File: src/design/rprg_pkg.sv
package rprg_pkg;

  // register file layout and field widths
  localparam int unsigned RegRoutes    = 4;
  localparam int unsigned RouteW       = 2;
  localparam int unsigned RateW        = 16;
  localparam int unsigned TimeW        = 32;
  localparam int unsigned IvW          = 10;
  localparam int unsigned PAddrW       = 5;
  localparam int unsigned PDataW       = 32;
  localparam int unsigned NumRoutesDef = 4;

  // interval is this many ms divided by the route rate
  localparam logic [IvW-1:0]   MsPerSec   = 10'd1000;
  localparam logic [TimeW-1:0] NoDeadline = '1;

  typedef enum logic [2:0] {
    REG_ENABLE = 3'd0,
    REG_RATE0  = 3'd1,
    REG_RATE1  = 3'd2,
    REG_RATE2  = 3'd3,
    REG_RATE3  = 3'd4
  } reg_idx_e;

  typedef enum logic [1:0] {
    ST_IDLE,
    ST_RUN,
    ST_SCAN,
    ST_REPORT
  } state_e;

  typedef struct packed {
    logic             func;
    logic [TimeW-1:0] now_ms;
    logic [RateW-1:0] loop_freq_hz;
  } in_item_t;

  typedef struct packed {
    logic [RouteW-1:0] route_index;
    logic              route_read;
    logic [TimeW-1:0]  next_deadline_ms;
    logic              last;
  } out_item_t;

  typedef struct packed {
    logic              take_item;
    logic              run_step;
    logic              scan_step;
    logic              report;
    logic [RouteW-1:0] idx;
    logic              last_route;
  } rprg_cmd_t;

  typedef struct packed {
    logic cfg_busy;
  } rprg_status_t;

endpackage

File: src/design/rprg_div.sv
module rprg_div import rprg_pkg::*; (
  input  logic             clk_i,
  input  logic             rst_ni,
  input  logic             start_i,
  input  logic [RateW-1:0] divisor_i,
  output logic             busy_o,
  output logic             done_o,
  output logic [IvW-1:0]   quot_o
);

  localparam int unsigned CntW = $clog2(IvW + 1);

  logic [CntW-1:0]  cnt_q, cnt_d;
  logic             done_q, done_d;
  logic [RateW-1:0] div_q, div_d;
  logic [RateW-1:0] rem_q, rem_d;
  logic [IvW-1:0]   num_q, num_d;
  logic [IvW-1:0]   quot_q, quot_d;
  logic [RateW:0]   trial;
  logic             ge;

  // restoring division, one quotient bit per cycle
  assign trial = {rem_q, num_q[IvW-1]};
  assign ge    = trial >= {1'b0, div_q};

  always_comb begin
    cnt_d  = cnt_q;
    done_d = 1'b0;
    div_d  = div_q;
    rem_d  = rem_q;
    num_d  = num_q;
    quot_d = quot_q;
    if (start_i && (cnt_q == '0)) begin
      cnt_d  = CntW'(IvW);
      div_d  = divisor_i;
      rem_d  = '0;
      num_d  = MsPerSec;
      quot_d = '0;
    end else if (cnt_q != '0) begin
      cnt_d  = cnt_q - CntW'(1);
      done_d = (cnt_q == CntW'(1));
      rem_d  = ge ? RateW'(trial - {1'b0, div_q}) : trial[RateW-1:0];
      num_d  = {num_q[IvW-2:0], 1'b0};
      quot_d = {quot_q[IvW-2:0], ge};
    end
  end

  always_ff @(posedge clk_i or negedge rst_ni) begin
    if (!rst_ni) begin
      cnt_q  <= '0;
      done_q <= 1'b0;
    end else begin
      cnt_q  <= cnt_d;
      done_q <= done_d;
    end
  end

  always_ff @(posedge clk_i) begin
    div_q  <= div_d;
    rem_q  <= rem_d;
    num_q  <= num_d;
    quot_q <= quot_d;
  end

  assign busy_o = (cnt_q != '0);
  assign done_o = done_q;
  assign quot_o = quot_q;

endmodule

File: src/design/rprg_dp.sv
module rprg_dp import rprg_pkg::*; (
  input  logic              clk_i,
  input  logic              rst_ni,
  input  rprg_cmd_t         cmd_i,
  output rprg_status_t      status_o,
  input  in_item_t          in_item_i,
  output out_item_t         out_item_o,
  input  logic              psel,
  input  logic              penable,
  input  logic              pwrite,
  input  logic [PAddrW-1:0] paddr,
  input  logic [PDataW-1:0] pwdata,
  output logic [PDataW-1:0] prdata
);

  logic [RegRoutes-1:0] enable_q, enable_d;
  logic [RateW-1:0]     rate_q [RegRoutes];
  logic [RateW-1:0]     rate_d [RegRoutes];
  logic [IvW-1:0]       iv_q   [RegRoutes];
  logic [TimeW-1:0]     stamp_q [RegRoutes];
  logic [RegRoutes-1:0] dirty_q, dirty_d;
  logic [RouteW-1:0]    cur_q, cur_d;
  logic [RouteW-1:0]    pick;

  logic [TimeW-1:0] now_q;
  logic [RateW-1:0] loop_q;
  logic [TimeW-1:0] best_q, best_d;
  out_item_t        out_q, out_d;

  logic             wr_en;
  reg_idx_e         sel;
  logic             div_start, div_busy, div_done;
  logic [IvW-1:0]   div_quot;

  logic [TimeW-1:0] elapsed;
  logic             due, en, rate_nz;
  logic             skip, read;
  logic [IvW-1:0]   cand;
  logic [IvW-1:0]   r_iv;
  logic [TimeW-1:0] r_stamp;
  logic [RateW-1:0] r_rate;

  assign wr_en = psel && penable && pwrite;
  assign sel   = reg_idx_e'(paddr[4:2]);

  always_comb begin
    enable_d = enable_q;
    rate_d   = rate_q;
    if (wr_en) begin
      unique case (sel)
        REG_ENABLE: enable_d  = pwdata[RegRoutes-1:0];
        REG_RATE0:  rate_d[0] = pwdata[RateW-1:0];
        REG_RATE1:  rate_d[1] = pwdata[RateW-1:0];
        REG_RATE2:  rate_d[2] = pwdata[RateW-1:0];
        REG_RATE3:  rate_d[3] = pwdata[RateW-1:0];
        default:    enable_d  = enable_q;
      endcase
    end
  end

  always_comb begin
    prdata = '0;
    unique case (sel)
      REG_ENABLE: prdata = PDataW'(enable_q);
      REG_RATE0:  prdata = PDataW'(rate_q[0]);
      REG_RATE1:  prdata = PDataW'(rate_q[1]);
      REG_RATE2:  prdata = PDataW'(rate_q[2]);
      REG_RATE3:  prdata = PDataW'(rate_q[3]);
      default:    prdata = '0;
    endcase
  end

  // each rate write queues a divide to refresh that route's interval
  always_comb begin
    pick = '0;
    for (int i = RegRoutes - 1; i >= 0; i--) begin
      if (dirty_q[i]) pick = RouteW'(i);
    end
  end

  assign div_start = (dirty_q != '0) && !div_busy;

  always_comb begin
    dirty_d = dirty_q;
    cur_d   = cur_q;
    if (div_start) begin
      dirty_d[pick] = 1'b0;
      cur_d         = pick;
    end
    if (wr_en) begin
      unique case (sel)
        REG_RATE0: dirty_d[0] = 1'b1;
        REG_RATE1: dirty_d[1] = 1'b1;
        REG_RATE2: dirty_d[2] = 1'b1;
        REG_RATE3: dirty_d[3] = 1'b1;
        default:   dirty_d    = dirty_d;
      endcase
    end
  end

  rprg_div u_div (
    .clk_i     (clk_i),
    .rst_ni    (rst_ni),
    .start_i   (div_start),
    .divisor_i (rate_q[pick]),
    .busy_o    (div_busy),
    .done_o    (div_done),
    .quot_o    (div_quot)
  );

  assign status_o.cfg_busy = (dirty_q != '0) || div_busy || div_done;

  // per-route evaluation at the walk index
  assign en      = enable_q[cmd_i.idx];
  assign r_rate  = rate_q[cmd_i.idx];
  assign r_iv    = iv_q[cmd_i.idx];
  assign r_stamp = stamp_q[cmd_i.idx];
  assign rate_nz = (r_rate != '0);
  assign elapsed = now_q - r_stamp;
  assign due     = (elapsed[TimeW-1:IvW] != '0) || (elapsed[IvW-1:0] >= r_iv);

  assign skip = rate_nz && (loop_q != '0) && (r_rate < loop_q) && (r_stamp != '0) && !due;
  assign read = en && !skip;

  always_comb begin
    if (!rate_nz || (r_stamp == '0) || due) cand = '0;
    else cand = r_iv - elapsed[IvW-1:0];
  end

  always_comb begin
    best_d = best_q;
    out_d  = out_q;
    if (cmd_i.take_item) best_d = NoDeadline;
    if (cmd_i.scan_step && en && (TimeW'(cand) < best_q)) best_d = TimeW'(cand);
    if (cmd_i.run_step) begin
      out_d.route_index      = cmd_i.idx;
      out_d.route_read       = read;
      out_d.next_deadline_ms = '0;
      out_d.last             = cmd_i.last_route;
    end else if (cmd_i.report) begin
      out_d.route_index      = '0;
      out_d.route_read       = 1'b0;
      out_d.next_deadline_ms = best_q;
      out_d.last             = 1'b1;
    end
  end

  always_ff @(posedge clk_i or negedge rst_ni) begin
    if (!rst_ni) begin
      enable_q <= '0;
      dirty_q  <= '0;
      cur_q    <= '0;
      for (int i = 0; i < RegRoutes; i++) begin
        rate_q[i]  <= '0;
        iv_q[i]    <= IvW'(1);
        stamp_q[i] <= '0;
      end
    end else begin
      enable_q <= enable_d;
      dirty_q  <= dirty_d;
      cur_q    <= cur_d;
      rate_q   <= rate_d;
      if (div_done) iv_q[cur_q] <= (div_quot == '0) ? IvW'(1) : div_quot;
      if (cmd_i.run_step && read) stamp_q[cmd_i.idx] <= now_q;
    end
  end

  always_ff @(posedge clk_i) begin
    if (cmd_i.take_item) begin
      now_q  <= in_item_i.now_ms;
      loop_q <= in_item_i.loop_freq_hz;
    end
    best_q <= best_d;
    out_q  <= out_d;
  end

  assign out_item_o = out_q;

endmodule

File: src/design/rprg_ctrl.sv
module rprg_ctrl import rprg_pkg::*; #(
  parameter int unsigned ROUTES = NumRoutesDef
) (
  input  logic         clk_i,
  input  logic         rst_ni,
  input  logic         in_valid_i,
  output logic         in_ready_o,
  input  logic         in_func_i,
  output logic         out_valid_o,
  input  logic         out_ready_i,
  input  rprg_status_t status_i,
  output rprg_cmd_t    cmd_o
);

  localparam int unsigned NumR = (ROUTES > RegRoutes) ? RegRoutes : ROUTES;
  localparam logic [RouteW-1:0] LastIdx = RouteW'(NumR - 1);

  state_e            state_q, state_d;
  logic [RouteW-1:0] idx_q, idx_d;
  logic              out_valid_q, out_valid_d;
  logic              slot_free;
  logic              at_last;

  assign slot_free = !out_valid_q || out_ready_i;
  assign at_last   = (idx_q == LastIdx);

  // next state
  always_comb begin
    state_d = state_q;
    unique case (state_q)
      ST_IDLE:   if (cmd_o.take_item) state_d = in_func_i ? ST_SCAN : ST_RUN;
      ST_RUN:    if (slot_free && at_last) state_d = ST_IDLE;
      ST_SCAN:   if (at_last) state_d = ST_REPORT;
      ST_REPORT: if (slot_free) state_d = ST_IDLE;
      default:   state_d = ST_IDLE;
    endcase
  end

  // outputs
  always_comb begin
    in_ready_o      = 1'b0;
    cmd_o           = '0;
    cmd_o.idx       = idx_q;
    cmd_o.last_route = at_last;
    unique case (state_q)
      ST_IDLE: begin
        in_ready_o      = !status_i.cfg_busy;
        cmd_o.take_item = in_valid_i && !status_i.cfg_busy;
      end
      ST_RUN:    cmd_o.run_step  = slot_free;
      ST_SCAN:   cmd_o.scan_step = 1'b1;
      ST_REPORT: cmd_o.report    = slot_free;
      default:   cmd_o.report    = 1'b0;
    endcase
  end

  always_comb begin
    idx_d = idx_q;
    if (cmd_o.take_item) idx_d = '0;
    else if (cmd_o.run_step || cmd_o.scan_step) idx_d = at_last ? '0 : idx_q + RouteW'(1);
    if (cmd_o.run_step || cmd_o.report) out_valid_d = 1'b1;
    else if (out_ready_i) out_valid_d = 1'b0;
    else out_valid_d = out_valid_q;
  end

  always_ff @(posedge clk_i or negedge rst_ni) begin
    if (!rst_ni) begin
      state_q     <= ST_IDLE;
      idx_q       <= '0;
      out_valid_q <= 1'b0;
    end else begin
      state_q     <= state_d;
      idx_q       <= idx_d;
      out_valid_q <= out_valid_d;
    end
  end

  assign out_valid_o = out_valid_q;

  a_busy_not_ready: assert property (@(posedge clk_i) disable iff (!rst_ni)
    (state_q != ST_IDLE) |-> !in_ready_o)
    else $error("input taken while walking routes");

  a_no_overwrite: assert property (@(posedge clk_i) disable iff (!rst_ni)
    (cmd_o.run_step || cmd_o.report) |-> (!out_valid_q || out_ready_i))
    else $error("result register overwritten before transfer");

  a_scan_report: assert property (@(posedge clk_i) disable iff (!rst_ni)
    (state_q == ST_SCAN && at_last) |=> (state_q == ST_REPORT))
    else $error("query scan did not end in report");

  a_idx_start: assert property (@(posedge clk_i) disable iff (!rst_ni)
    cmd_o.take_item |=> (idx_q == '0))
    else $error("route walk did not start at route zero");

endmodule

File: src/design/route_poll_rate_gate.sv
// channel  | handshake                  | payload
// in       | in_valid_i / in_ready_o    | in_item_i  (func, now_ms, loop_freq_hz)
// out      | out_valid_o / out_ready_i  | out_item_o (route_index, route_read, ...)
// cfg      | psel, penable, pwrite      | paddr, pwdata, prdata, pready
//
// run item: once accepted, one result per route each unstalled cycle (up to 4 routes)
// query item: once accepted, one scan step per route, then one result
// a rate write queues a shared divide (1000 / rate), one quotient bit per cycle;
// rate writes hold in_ready_o low until every queued divide is done
// reset zeroes rates, enables and timestamps at once, sets intervals to 1; no sweep after reset
// out_ready_i low holds the result register and pauses a run item's route walk
module route_poll_rate_gate import rprg_pkg::*; #(
  parameter int unsigned ROUTES = NumRoutesDef
) (
  input  logic              clk_i,
  input  logic              rst_ni,
  input  logic              in_valid_i,
  output logic              in_ready_o,
  input  in_item_t          in_item_i,
  output logic              out_valid_o,
  input  logic              out_ready_i,
  output out_item_t         out_item_o,
  input  logic              psel,
  input  logic              penable,
  input  logic              pwrite,
  input  logic [PAddrW-1:0] paddr,
  input  logic [PDataW-1:0] pwdata,
  output logic [PDataW-1:0] prdata,
  output logic              pready
);

  rprg_cmd_t    cmd;
  rprg_status_t status;

  assign pready = 1'b1;

  rprg_ctrl #(
    .ROUTES (ROUTES)
  ) u_ctrl (
    .clk_i       (clk_i),
    .rst_ni      (rst_ni),
    .in_valid_i  (in_valid_i),
    .in_ready_o  (in_ready_o),
    .in_func_i   (in_item_i.func),
    .out_valid_o (out_valid_o),
    .out_ready_i (out_ready_i),
    .status_i    (status),
    .cmd_o       (cmd)
  );

  rprg_dp u_dp (
    .clk_i      (clk_i),
    .rst_ni     (rst_ni),
    .cmd_i      (cmd),
    .status_o   (status),
    .in_item_i  (in_item_i),
    .out_item_o (out_item_o),
    .psel       (psel),
    .penable    (penable),
    .pwrite     (pwrite),
    .paddr      (paddr),
    .pwdata     (pwdata),
    .prdata     (prdata)
  );

endmodule
File: config.mk
export PLATFORM = sky130hd
export DESIGN_NAME = route_poll_rate_gate
export DESIGN_NICKNAME = d
export VERILOG_FILES = /design/src/design/rprg_pkg.sv /design/src/design/rprg_div.sv /design/src/design/rprg_dp.sv /design/src/design/rprg_ctrl.sv /design/src/design/route_poll_rate_gate.sv
export SDC_FILE = /design/constraint.sdc
export NUM_CORES = 1
export LEC_CHECK = 0
export CAP_MARGIN = 20
export CORE_MARGIN = 2
export CORE_UTILIZATION = 64
export CTS_CLUSTER_SIZE = 20
export DETAILED_ROUTE_END_ITERATION = 6
export DONT_BUFFER_PORTS = 1
export GPL_TIMING_DRIVEN = 0
export MAX_ROUTING_LAYER = met4
export PLACE_DENSITY = 0.87
export RECOVER_POWER = 50
export SYNTH_ARGS = -nofsm -noshare
export SYNTH_HDL_FRONTEND = slang
export SYNTH_SLANG_ARGS = --single-unit
File: constraint.sdc
create_clock -name clk_i -period 19.6 [get_ports clk_i]
set_clock_uncertainty 0.2 [all_clocks]
set_input_delay 2.94 -clock clk_i [delete_from_list [all_inputs] [get_ports clk_i]]
set_output_delay 2.94 -clock clk_i [all_outputs]
set_load 0.03 [all_outputs]
==> results by group, run 1 <==
Setup path
  • Crit path kind: flop to flop
  • Startpoint types: flop
  • Worst EP required: 19.63 ns
  • Worst reg2reg path startpoint: u_ctrl.idx_q[1]$_DFFE_PN0P_
  • Worst Setup SP: u_ctrl.idx_q[1]$_DFFE_PN0P_
  • CP Capture Type: flop
  • Number of cells on the critical path: 33
  • Crit Reg-Reg Endpoint: u_dp.best_q[7]$_SDFFCE_PN1P_
  • Buf+Inv Stages, Crit Path: 6
  • Top delay family on crit path: simple AND/OR/NAND/NOR gates
  • Worst setup path end: u_dp.best_q[7]$_SDFFCE_PN1P_
  • Critical path's largest stage delay: 0.68 ns
  • WP data arrival: 9.43 ns
  • CP Max Fanout: 10
  • Cell count of the worst reg-to-reg path: 33
  • FF-to-FF setup slack: 10.21 ns
  • Crit path max-delay cell type: buf_1

Die
  • Initial Utilization: 65.26%
  • CORE AREA: 32700 µm²
  • Die area: 34820 µm²
  • Die X-Extent: 186.6 µm
  • Cell Rows: 66
  • Die H: 186.6 µm
  • # IOs: 164

Synthesis
  • Top_reg_cell synth: dfrtp_1
  • Post-synthesis cell count: 1770
  • Synth Warn #: 0
  • Top cells by count, synth: dfrtp_1, mux2_2, mux2_4
  • Area contributors post-synth: dfrtp_1, edfxtp_1, mux2_4
  • Register bit total from synthesis: 375
  • Mapped Area: 21340 µm²
  • Yosys top cell area share: 29.08%
  • Ys async rst share: 67.20%
  • Sequential area share after synthesis: 44.77%
  • Synth cell types: 88
  • Post-synth EDFFs: 78
  • Most common cell in the synthesized netlist: dfrtp_1
  • Leading area contributor after synthesis: dfrtp_1
  • Avg Inst Size Synth: 12.06 µm²

STA
  • Fmax achieved: 106.4 MHz
  • TNS Setup: 0 ns
  • Hold Fails Final Rpt: 0
  • Relative slew slack: 22.66%
  • Min Tclk post-route: 9.395 ns
  • Max-slew violation count: 0
  • RSZ-0062 raised after global routing: no
  • Final setup viols: 0
  • Tcrit/Tclk final: 47.93%
  • Worst slew pin tran: 1.151 ns

Clock network
  • Post-CTS setup buffer count: 0
  • Clock Latency Late Sink: 0.58 ns
  • TritonCTS clock tree: yes
  • TritonCTS Buffers: 41
  • Root buffer cell: clkbuf_16
  • CTS Sinks: 375
  • Clk slew on worst S/H paths: 0.06 ns
  • Clk buf depth: 3
  • H-tree depth: 2
  • CTS Hold Bufs: 0
  • CTS resizes: 0

Placed design
  • Dpl cell area: 22010 µm²
  • Placed insts: 2232
  • Dpl hpwl: 39.61 mm
  • PortBufs: 0
  • Final GP Congestion: 0.9806

Finish
  • Layout area overhead: 9.551%
  • Final net count: 2019
  • Layout cells sized above 1: 24.12%
  • Fill cells: 2033
  • Non-filler cells, final: 2315
  • Design area: 23380 µm²

Drt
  • Remaining DRCs: 0
  • DRT Pass-1 Iters: 6
  • Routed wire per std cell: 25.63 µm
  • Routed Antenna Nets: 0
  • DRT iter0 DRCs: 1651
  • Via Count: 15880
  • Final WL: 59.34 mm
  • Via density: 6.860

GRT
  • First-pass GRT wire length: 92.10 mm
  • Pin count of the biggest net entering global routing: 253
  • Global-route usage over all layers: 34.73%
  • Grt total ovfl: 0
  • Initial antenna violation count: 7
  • Vias in the first global route: 15990

Power and ir drop
  • Overall power: 0.003604 W
  • VDD IR max: 0.09804 mV
  • Cell Pwr Density: 154.2 nW/µm²
  • Leakage Power: 10.48 nW

Run status
  • Status: finished clean

Flow run
  • Maxcap violations: 0

Worst hold path
  • Min-delay worst type: flop to flop
==> metrics by stage <==
| step | hold slack [ns] | setup WS [ns] | util [%] |
|---|---|---|---|
| 5_1_grt | 0.2997 | 9.849 | 71.49 |
| 6_report | 0.2844 | 10.21 | 71.49 |
| 4_1_cts | 0.2763 | 10.51 | 71.46 |
| 3_5_place_dp | 0.2490 | 10.68 | 67.32 |
| 3_3_place_gp | 0.2419 | 10.78 | 67.12 |
| 2_1_floorplan | 0.2257 | 11.86 | - |
==> placed cells by master (no fill, tap or decap), types with 17 or more instances in the layout <==
cell,count
a21o_1,33
a21oi_1,74
a22oi_1,37
buf_4,45
clkbuf_1,70
clkbuf_16,42
conb_1,17
dfrtp_1,248
dfxtp_1,45
edfxtp_1,78
ha_1,90
inv_1,96
mux2_2,120
mux2_4,120
mux2i_1,43
mux4_2,59
nand2_1,97
nand4_1,19
nor2_1,71
nor3_1,28
nor4_1,29
o21ai_0,79
o22ai_1,20
xnor2_1,18
==> per-layer routing <==
metal / track usage (%) / share of wire, % / up-vias
li1: - / - / 6713
met4: 15.23 / 4.4 / 0
met5: - / 0 / -
met1: 43.42 / 38 / 7805
met3: 9.535 / 11 / 243
met2: 53.29 / 46 / 1119
==> sequential cells by signal, indices dropped and copies added, names as in the netlist, 4 cells and up <==
name / count
u_dp.loop_q: 16
u_dp.u_div.num_q: 7
u_dp.stamp_q: 128
u_dp.rate_q: 64
u_dp.u_div.cnt_q: 4
u_dp.u_div.div_q: 16
u_dp.best_q: 11
u_dp.out_item_o: 15
u_dp.dirty_q: 4
u_dp.now_q: 32
u_dp.u_div.rem_q: 16
u_dp.iv_q: 40
u_dp.enable_q: 4
u_dp.u_div.quot_o: 10
==> logic make-up (layout without fill, tap and decap cells) <==
family                   after synthesis  in the layout  synth area share (%)
flip-flops                           375            375                 44.77
AO/OA/AOI/OAI                        372            372                 11.87
multiplexers                         342            342                 23.02
AND/OR/NAND/NOR                      333            333                 7.997
buffers and inverters                220            301                 5.359
adder cells (fa/ha/maj)               93             93                 5.558
XOR/XNOR                              33             33                 1.390
other                                  2             24               0.03519
==> worst min-delay path by stage <==
stage,startpoint,endpoint,depth (start not counted)
after floorplan,u_dp.u_div.rem_q[15]$_SDFFE_PP0P_,u_dp.u_div.rem_q[15]$_SDFFE_PP0P_,2
after global placement,u_dp.u_div.rem_q[15]$_SDFFE_PP0P_,u_dp.u_div.rem_q[15]$_SDFFE_PP0P_,2
after detailed placement,u_dp.u_div.rem_q[15]$_SDFFE_PP0P_,u_dp.u_div.rem_q[15]$_SDFFE_PP0P_,2
after CTS,u_dp.u_div.num_q[6]$_SDFFE_PP1P_,u_dp.u_div.num_q[6]$_SDFFE_PP1P_,1
after global routing,u_dp.u_div.num_q[7]$_SDFFE_PP1P_,u_dp.u_div.num_q[7]$_SDFFE_PP1P_,1
final,u_dp.u_div.rem_q[4]$_SDFFE_PP0P_,u_dp.u_div.rem_q[4]$_SDFFE_PP0P_,2
==> tightest hold or removal path: stages (launching register included) <==
cell and delay [ns]:
dfxtp_1 0.32, nand2_1 0.05, o21ai_0 0.06
==> cell type report <==
cell class	instances	area, µm²	share of cell area [%]
flip-flops and latches	375	9554	40.87
repair buffers	5	42.54	0.1820
clock buffers	64	1164	4.977
plain buffers	123	779.5	3.334
clock inverters	12	192.7	0.8242
diodes	7	17.52	0.07493
multi-input cells	1190	10710	45.82
inverters	97	364.1	1.557
well taps	442	553.0	2.366
==> power breakdown <==
part	total (W)	switching, W	internal (W)
sequential	0.00116	0.000162	0.000996
combinational	0.00166	0.000944	0.000717
clock	0.000785	0.000331	0.000455
total	0.00360	0.00144	0.00217
No activity file was read; power rests on OpenSTA's default activity.
==> run 2: changes to the inputs <==
- clock period: 19.6 -> 9 ns (I/O delays scaled with it)
==> run 2 against run 1 <==
  * The flow now finishes with violations (design-rule violations)
  * Critical path depth shrank 1
  * Core utilization about the same
  * Hold slack worse by 0.010 ns
  * Non-clock buffer count decreased by 2
  * Worst setup slack got worse by 9.8 ns
  * Combinational power up 120%
  * Sequential share of layout area about the same
  * Clock power rose by 120%
  * Fmax up 9.8%
  * Register-to-register slack lost 9.8 ns
  * Critical path type unchanged
  * First-iteration DRC count barely moved
  * Final area about the same
==> results by group, run 2 (same netlist as run 1, synthesis figures left out) <==
Power and ir drop
  • Combinational fraction of design power: 46.1% (about the same)
  • Sw Ratio: 39.78% (-0.079 points)
  • Leakage Power: 10.48 nW (about the same)
  • Cell Pwr Density: 335.3 nW/µm² (+120%)
  • VDD IR max: 0.2248 mV (+130%)
  • Clock power frac: 21.8% (about the same)
  • Psw: 0.003120 W (+120%)
  • Pint: 0.004723 W (+120%)
  • Seq pwr share: 32.1% (about the same)

Setup path
  • Cell count of the worst reg-to-reg path: 32 (-3.0%)
  • Worst EP required: 9.08 ns (-10.55 ns)
  • FF-to-FF setup slack: 0.44 ns (-9.76 ns)
  • CP Capture Type: flop
  • Startpoint types: flop
  • Crit path kind: flop to flop
  • Crit path max-delay cell type: a2111o_1
  • Buf+Inv Stages, Crit Path: 5 (-1)
  • Worst reg2reg path startpoint: u_ctrl.idx_q[1]$_DFFE_PN0P_
  • Top delay family on crit path: simple AND/OR/NAND/NOR gates
  • CP Max Fanout: 19 (+9)
  • Critical path's largest stage delay: 0.48 ns (-0.20 ns)
  • WP data arrival: 8.64 ns (-0.79 ns)
  • Crit Reg-Reg Endpoint: u_dp.best_q[7]$_SDFFCE_PN1P_

STA
  • TNS Setup: 0 ns (unchanged)
  • Setup WS post-layout: 0.4409 ns (-9.764 ns)
  • Tcrit/Tclk final: 95.10% (+47 points)
  • Fmax achieved: 116.8 MHz (+9.8%)
  • WHS: 0.2743 ns (-0.01008 ns)
  • Min Tclk post-route: 8.559 ns (-0.8356 ns)
  • RSZ-0062 raised after global routing: no
  • Max-slew violation count: 0 (unchanged)
  • Worst slew pin tran: 1.219 ns (+0.06757 ns)
  • Hold Fails Final Rpt: 0 (unchanged)
  • Final setup viols: 0 (unchanged)
  • Relative slew slack: 17.60% (-5.1 points)

GRT
  • First-pass GRT wire length: 92.15 mm (about the same)
  • Grt total ovfl: 0 (unchanged)
  • Vias in the first global route: 15970 (-0.14%)
  • Pin count of the biggest net entering global routing: 253 (unchanged)
  • Global-route usage over all layers: 34.76% (about the same)
  • Initial antenna violation count: 6 (-1)

Flow run
  • Maxcap violations: 0 (unchanged)

Clock network
  • TritonCTS clock tree: yes
  • TritonCTS Buffers: 41 (unchanged)
  • Clock Latency Late Sink: 0.58 ns (about the same)
  • Clk slew on worst S/H paths: 0.06 ns (about the same)
  • Clk buf depth: 3 (unchanged)
  • CTS Sinks: 375 (unchanged)
  • H-tree depth: 2 (unchanged)
  • Post-CTS setup buffer count: 0 (unchanged)
  • Root buffer cell: clkbuf_16

Run status
  • Status: complete, but fails checks
  • Violated checks: design-rule violations

Finish
  • Max reg flops: 128 (unchanged)
  • Most common cell after layout, fill and taps aside: dfrtp_1
  • Most frequent cells in the layout: dfrtp_1, mux2_2, mux2_4
  • Layout area overhead: 9.592% (about the same)
  • Final net count: 2017 (-0.099%)
  • Top reg by flops: u_dp.stamp_q
  • Fill cells: 2034 (+0.049%)
  • Layout cells sized above 1: 24.30% (+0.19 points)
  • Biggest registers after layout: u_dp.stamp_q (128), u_dp.rate_q (64), u_dp.iv_q (40)

Die
  • # IOs: 164 (unchanged)
  • Die H: 186.6 µm (unchanged)
  • Initial Utilization: 65.26% (unchanged)
  • CORE AREA: 32700 µm² (unchanged)
  • Die area: 34820 µm² (unchanged)
  • Die X-Extent: 186.6 µm (unchanged)
  • Cell Rows: 66 (unchanged)

Drt
  • Routed wire per std cell: 25.56 µm (-0.29%)
  • Via Count: 15890 (+0.057%)
  • Via density: 6.869 (+0.14%)
  • DRT iter0 DRCs: 1652 (+0.061%)
  • Final WL: 59.12 mm (-0.38%)
  • DRT Pass-1 Iters: 7 (+1)
  • Routed Antenna Nets: 0 (unchanged)
  • Remaining DRCs: 7 (+7)

Placed design
  • PortBufs: 0 (unchanged)
  • Dpl hpwl: 39.61 mm (unchanged)
  • Worst slack at placement: 0.08190 ns (-10.60 ns)
  • Final GP Congestion: 0.9806 (unchanged)

Worst hold path
  • Min-delay worst type: input pin to asynchronous set/reset pin
[run 2: layer usage]
layer	routed length, µm	share of wire [%]	global-route usage, %
met2	27350	46	53.20
met4	2788	4.7	15.45
met1	22450	38	43.55
met5	0	0	-
met3	6527	11	9.441
[run 2: worst max-delay path by stage]
stage,from,end,slack [ns],depth (start not counted)
floorplan,u_ctrl.idx_q[1]$_DFFE_PN0P_,u_dp.best_q[0]$_SDFFCE_PN1P_,1.99,33
global placement,u_ctrl.idx_q[1]$_DFFE_PN0P_,u_dp.best_q[7]$_SDFFCE_PN1P_,0.18,33
detailed placement,u_ctrl.idx_q[1]$_DFFE_PN0P_,u_dp.best_q[7]$_SDFFCE_PN1P_,0.08,33
CTS,u_ctrl.idx_q[1]$_DFFE_PN0P_,u_dp.best_q[7]$_SDFFCE_PN1P_,0.29,32
global route,u_ctrl.idx_q[0]$_DFFE_PN0P_,u_dp.best_q[6]$_SDFFCE_PN1P_,0.04,32
finish,u_ctrl.idx_q[1]$_DFFE_PN0P_,u_dp.best_q[7]$_SDFFCE_PN1P_,0.44,32
[run 2: power by group through the flow]
stage | sequential (W) | combinational (W) | clock (W)
CTS | 0.00250 | 0.00351 | 0.00172
global route | 0.00256 | 0.00386 | 0.00179
detailed placement | 0.00251 | 0.00343 | 0
floorplan | 0.00240 | 0.00265 | 0
global placement | 0.00247 | 0.00329 | 0
finish | 0.00252 | 0.00361 | 0.00171
[run 2: timing repair]
item,CTS,global route
gates resized for setup,0,7
endpoints found under the hold margin,0,0
pin swaps,0,0
hold buffers,0,0
setup endpoints to repair,10,19
gates cloned,0,0
[run 2: per-stage QoR]
step | cell area [µm²] | instances | utilization (%) | power [W]
floorplan | 21400 | 1785 | - | 0.005047
finish | 23390 | 2313 | 71.52 | 0.007843
detailed placement | 22010 | 2232 | 67.32 | 0.005940
CTS | 23370 | 2307 | 71.45 | 0.007731
global route | 23380 | 2312 | 71.51 | 0.008206
global placement | 21950 | 2227 | 67.12 | 0.005759
[run 2: worst reg2reg max path, delay by kind of cell, from the launching register on]
family                     cells  cell delay (ns)
AOI/OAI and AO/OA             10             2.31
xor gates and xnor gates       1             0.23
adders and majority gates      4             1.13
buffers and inverters          5             1.21
DFF                            1             0.47
muxes                          1             0.34
and+or+nand+nor               11             2.36
[run 2: final cells by class]
class                      count  area (µm²)  area share, %
sequential                   375        9554          40.85
clock buffer                  64        1164          4.975
antenna                        7       17.52        0.07490
buffer                       121       779.5          3.333
inverter                      97       364.1          1.557
timing repair buffer           5       50.05         0.2140
clock inverter                12       192.7         0.8239
tap                          442       553.0          2.365
multi-input combinational   1190       10710          45.81
==> run 3: changes to the inputs <==
- BUFFER_PORTS_ARGS: unset -> -buffer_cell sky130_fd_sc_hd__buf_2
- CORE_UTILIZATION: 64 -> 61
- DONT_BUFFER_PORTS: 1 -> unset
- PLACE_DENSITY: 0.87 -> 0.81
==> run 3 against run 2 <==
  * The flow finishes with violations (max-capacitance violations, max-slew violations)
  * Via count fell by 2.9%
  * Wire length fell by 6.3%
  * Critical endpoint is now u_dp.best_q[5]$_SDFFCE_PN1P_
  * Combinational power fell by 1%
  * Highest routed layer unchanged
  * Worst setup slack got worse by 0.046 ns
  * Register-to-register slack got worse by 0.05 ns
==> results by group, run 3 (same netlist as run 1, synthesis figures left out) <==
Run status
  • Status: complete, but fails checks
  • Violated checks: max-capacitance violations, max-slew violations

Setup path
  • Critical path's largest stage delay: 0.50 ns (+0.02 ns)
  • Crit path kind: flop to flop
  • Crit path max-delay cell type: a2111o_1
  • FF-to-FF setup slack: 0.39 ns (-0.05 ns)
  • Worst reg2reg path startpoint: u_ctrl.idx_q[0]$_DFFE_PN0P_
  • Worst EP required: 9.06 ns (-0.02 ns)
  • Crit Reg-Reg Endpoint: u_dp.best_q[5]$_SDFFCE_PN1P_
  • Startpoint types: flop
  • WP data arrival: 8.66 ns (+0.02 ns)
  • Cell count of the worst reg-to-reg path: 33 (+3.1%)
  • CP Max Fanout: 10 (-9)
  • CP Capture Type: flop

Clock network
  • Root buffer cell: clkbuf_16
  • CTS Hold Bufs: 0 (unchanged)
  • Clk buf depth: 3 (unchanged)
  • TritonCTS clock tree: yes
  • TritonCTS Buffers: 40 (-2.4%)
  • CTS Sinks: 375 (unchanged)
  • H-tree depth: 2 (unchanged)
  • Clock Latency Late Sink: 0.57 ns (about the same)
  • Clk slew on worst S/H paths: 0.06 ns (about the same)

Drt
  • DRT iter0 DRCs: 1311 (-21%)
  • Via Count: 15430 (-2.9%)
  • Via density: 6.304 (-8.2%)
  • Final WL: 55.38 mm (-6.3%)
  • Routed Antenna Nets: 0 (unchanged)
  • Remaining DRCs: 0 (-7)
  • Routed wire per std cell: 22.62 µm (-11%)
  • DRT Pass-1 Iters: 5 (-2)

Finish
  • Layout area overhead: 12.36%
  • Biggest registers after layout: u_dp.stamp_q (128), u_dp.rate_q (64), u_dp.iv_q (40)
  • Fill cells: 2445 (+20%)
  • Layout cells sized above 1: 28.79% (+4.5 points)
  • Final Util: 69.59% (-1.9 points)
  • Max reg flops: 128 (unchanged)
  • Final net count: 2144 (+6.3%)
  • Non-filler cells, final: 2448 (+5.8%)
  • Most common cell after layout, fill and taps aside: dfrtp_1
  • Most frequent cells in the layout: dfrtp_1, buf_2, mux2_4
  • Top reg by flops: u_dp.stamp_q

GRT
  • First-pass GRT wire length: 87.00 mm (-5.6%)
  • Initial antenna violation count: 3 (-3)
  • Grt total ovfl: 0 (unchanged)
  • Pin count of the biggest net entering global routing: 101 (-60%)
  • Global-route usage over all layers: 31.93% (-2.8 points)
  • Vias in the first global route: 15290 (-4.2%)

Power and ir drop
  • VDD IR max: 0.2030 mV (-9.7%)
  • Leakage Power: 11.03 nW (+5.2%)
  • Cell Pwr Density: 319.7 nW/µm² (-4.7%)

STA
  • Fmax achieved: 116.2 MHz (-0.54%)
  • Relative slew slack: -139.1% (-160 points)
  • WHS: 0.2508 ns (-0.02353 ns)
  • Worst slew pin tran: 3.587 ns (+2.368 ns)
  • Final setup viols: 0 (unchanged)
  • TNS Setup: 0 ns (unchanged)
  • Max-slew violation count: 176 (+176)
  • RSZ-0062 raised after global routing: no
  • Min Tclk post-route: 8.605 ns (+0.04637 ns)
  • Tcrit/Tclk final: 95.62% (+0.52 points)
  • Hold Fails Final Rpt: 0 (unchanged)

Die
  • Cell Rows: 68 (+3.0%)
  • CORE AREA: 34460 µm² (+5.4%)
  • Die area: 36500 µm² (+4.8%)
  • Die H: 191.0 µm (+2.4%)
  • # IOs: 164 (unchanged)
  • Die X-Extent: 191.0 µm (+2.4%)
  • Initial Utilization: 61.93% (-3.3 points)

Worst hold path
  • Min-delay worst type: flop to flop
  • Worst Hold Launch: u_dp.out_item_o[5]$_SDFFE_PP0P_
  • Worst hold endpoint: u_dp.out_item_o[5]$_SDFFE_PP0P_
  • Cells on Worst Hold Path: 2

Placed design
  • Placed insts: 2371 (+6.2%)
  • PortBufs: 126 (+126)
  • Final GP Congestion: 0.9760 (-0.47%)
  • Dpl hpwl: 40.20 mm (+1.5%)

Flow run
  • Maxcap violations: 3 (+3)
[run 3: cell types whose count changed in the layout (fill, tap and decap cells not counted), sizes merged]
cell      delta
bufinv       -2
clkbuf       +5
diode        -4
inv          -2
buf        +120
clkinvlp     +2
clkinv       +3
[run 3: power by group]
| group | internal, W | total [W] | switching, W |
|---|---|---|---|
| Clock | 0.000945 | 0.00163 | 0.000681 |
| Combinational | 0.00158 | 0.00357 | 0.00199 |
| Sequential | 0.00217 | 0.00247 | 0.000301 |
| Total | 0.00469 | 0.00766 | 0.00297 |
[run 3: how the worst max path moves through the flow]
| stage | from | depth (start not counted) | slack, ns | end |
|---|---|---|---|---|
| final | u_ctrl.idx_q[0]$_DFFE_PN0P_ | 33 | 0.39 | u_dp.best_q[5]$_SDFFCE_PN1P_ |
| after global routing | u_ctrl.idx_q[0]$_DFFE_PN0P_ | 33 | 0.03 | u_dp.best_q[7]$_SDFFCE_PN1P_ |
| after CTS | u_ctrl.idx_q[1]$_DFFE_PN0P_ | 32 | 0.14 | u_dp.best_q[7]$_SDFFCE_PN1P_ |
| after detailed placement | u_ctrl.idx_q[1]$_DFFE_PN0P_ | 33 | -0.18 | u_dp.best_q[5]$_SDFFCE_PN1P_ |
| after global placement | u_ctrl.idx_q[1]$_DFFE_PN0P_ | 33 | -0.12 | u_dp.best_q[8]$_SDFFCE_PN1P_ |
| after floorplan | u_ctrl.idx_q[1]$_DFFE_PN0P_ | 33 | 1.99 | u_dp.best_q[0]$_SDFFCE_PN1P_ |
[run 3: layer usage]
layer | track usage (%) | vias to the layer above | share of wire (%)
met5 | - | - | 0
met1 | 45.25 | 7722 | 44
met4 | 10.17 | 0 | 2.6
met3 | 4.957 | 105 | 7.4
met2 | 47.55 | 665 | 46
li1 | - | 6941 | -
[run 3: critical path, delay by kind of cell, from the launching register on]
kind | cells | cell delay [ns]
muxes | 1 | 0.32
AOI/OAI and AO/OA | 10 | 2.42
buffers and inverters | 6 | 1.22
and+or+nand+nor | 11 | 2.43
adders and majority gates | 4 | 1.10
xor gates and xnor gates | 1 | 0.17
DFF | 1 | 0.42
[run 3: metrics by stage]
stage	total power, W	setup slack (ns)	cell area (µm²)
floorplan	0.005047	1.986	21400
global placement	0.005868	-0.1250	22600
detailed placement	0.005981	-0.1820	22710
CTS	0.007630	0.1401	24000
global route	0.008112	0.02748	23980
finish	0.007665	0.3945	23980
[run 3: final cells by class]
type | count | area [µm²] | share of cell area [%]
clock buffers | 61 | 1192 | 4.973
repair buffers | 133 | 698.2 | 2.912
well taps | 455 | 569.3 | 2.374
plain buffers | 121 | 779.5 | 3.251
inverters | 97 | 364.1 | 1.518
clock inverters | 13 | 105.1 | 0.4383
diodes | 3 | 7.507 | 0.03131
multi-input cells | 1190 | 10710 | 44.66
flip-flops and latches | 375 | 9554 | 39.85
[run 3: repair_timing]
item | 4_1_cts | 5_1_grt
cloned | 0 | 0
setup buffers | 0 | 0
gates resized for setup | 0 | 6
endpoints found under the setup margin | 11 | 14
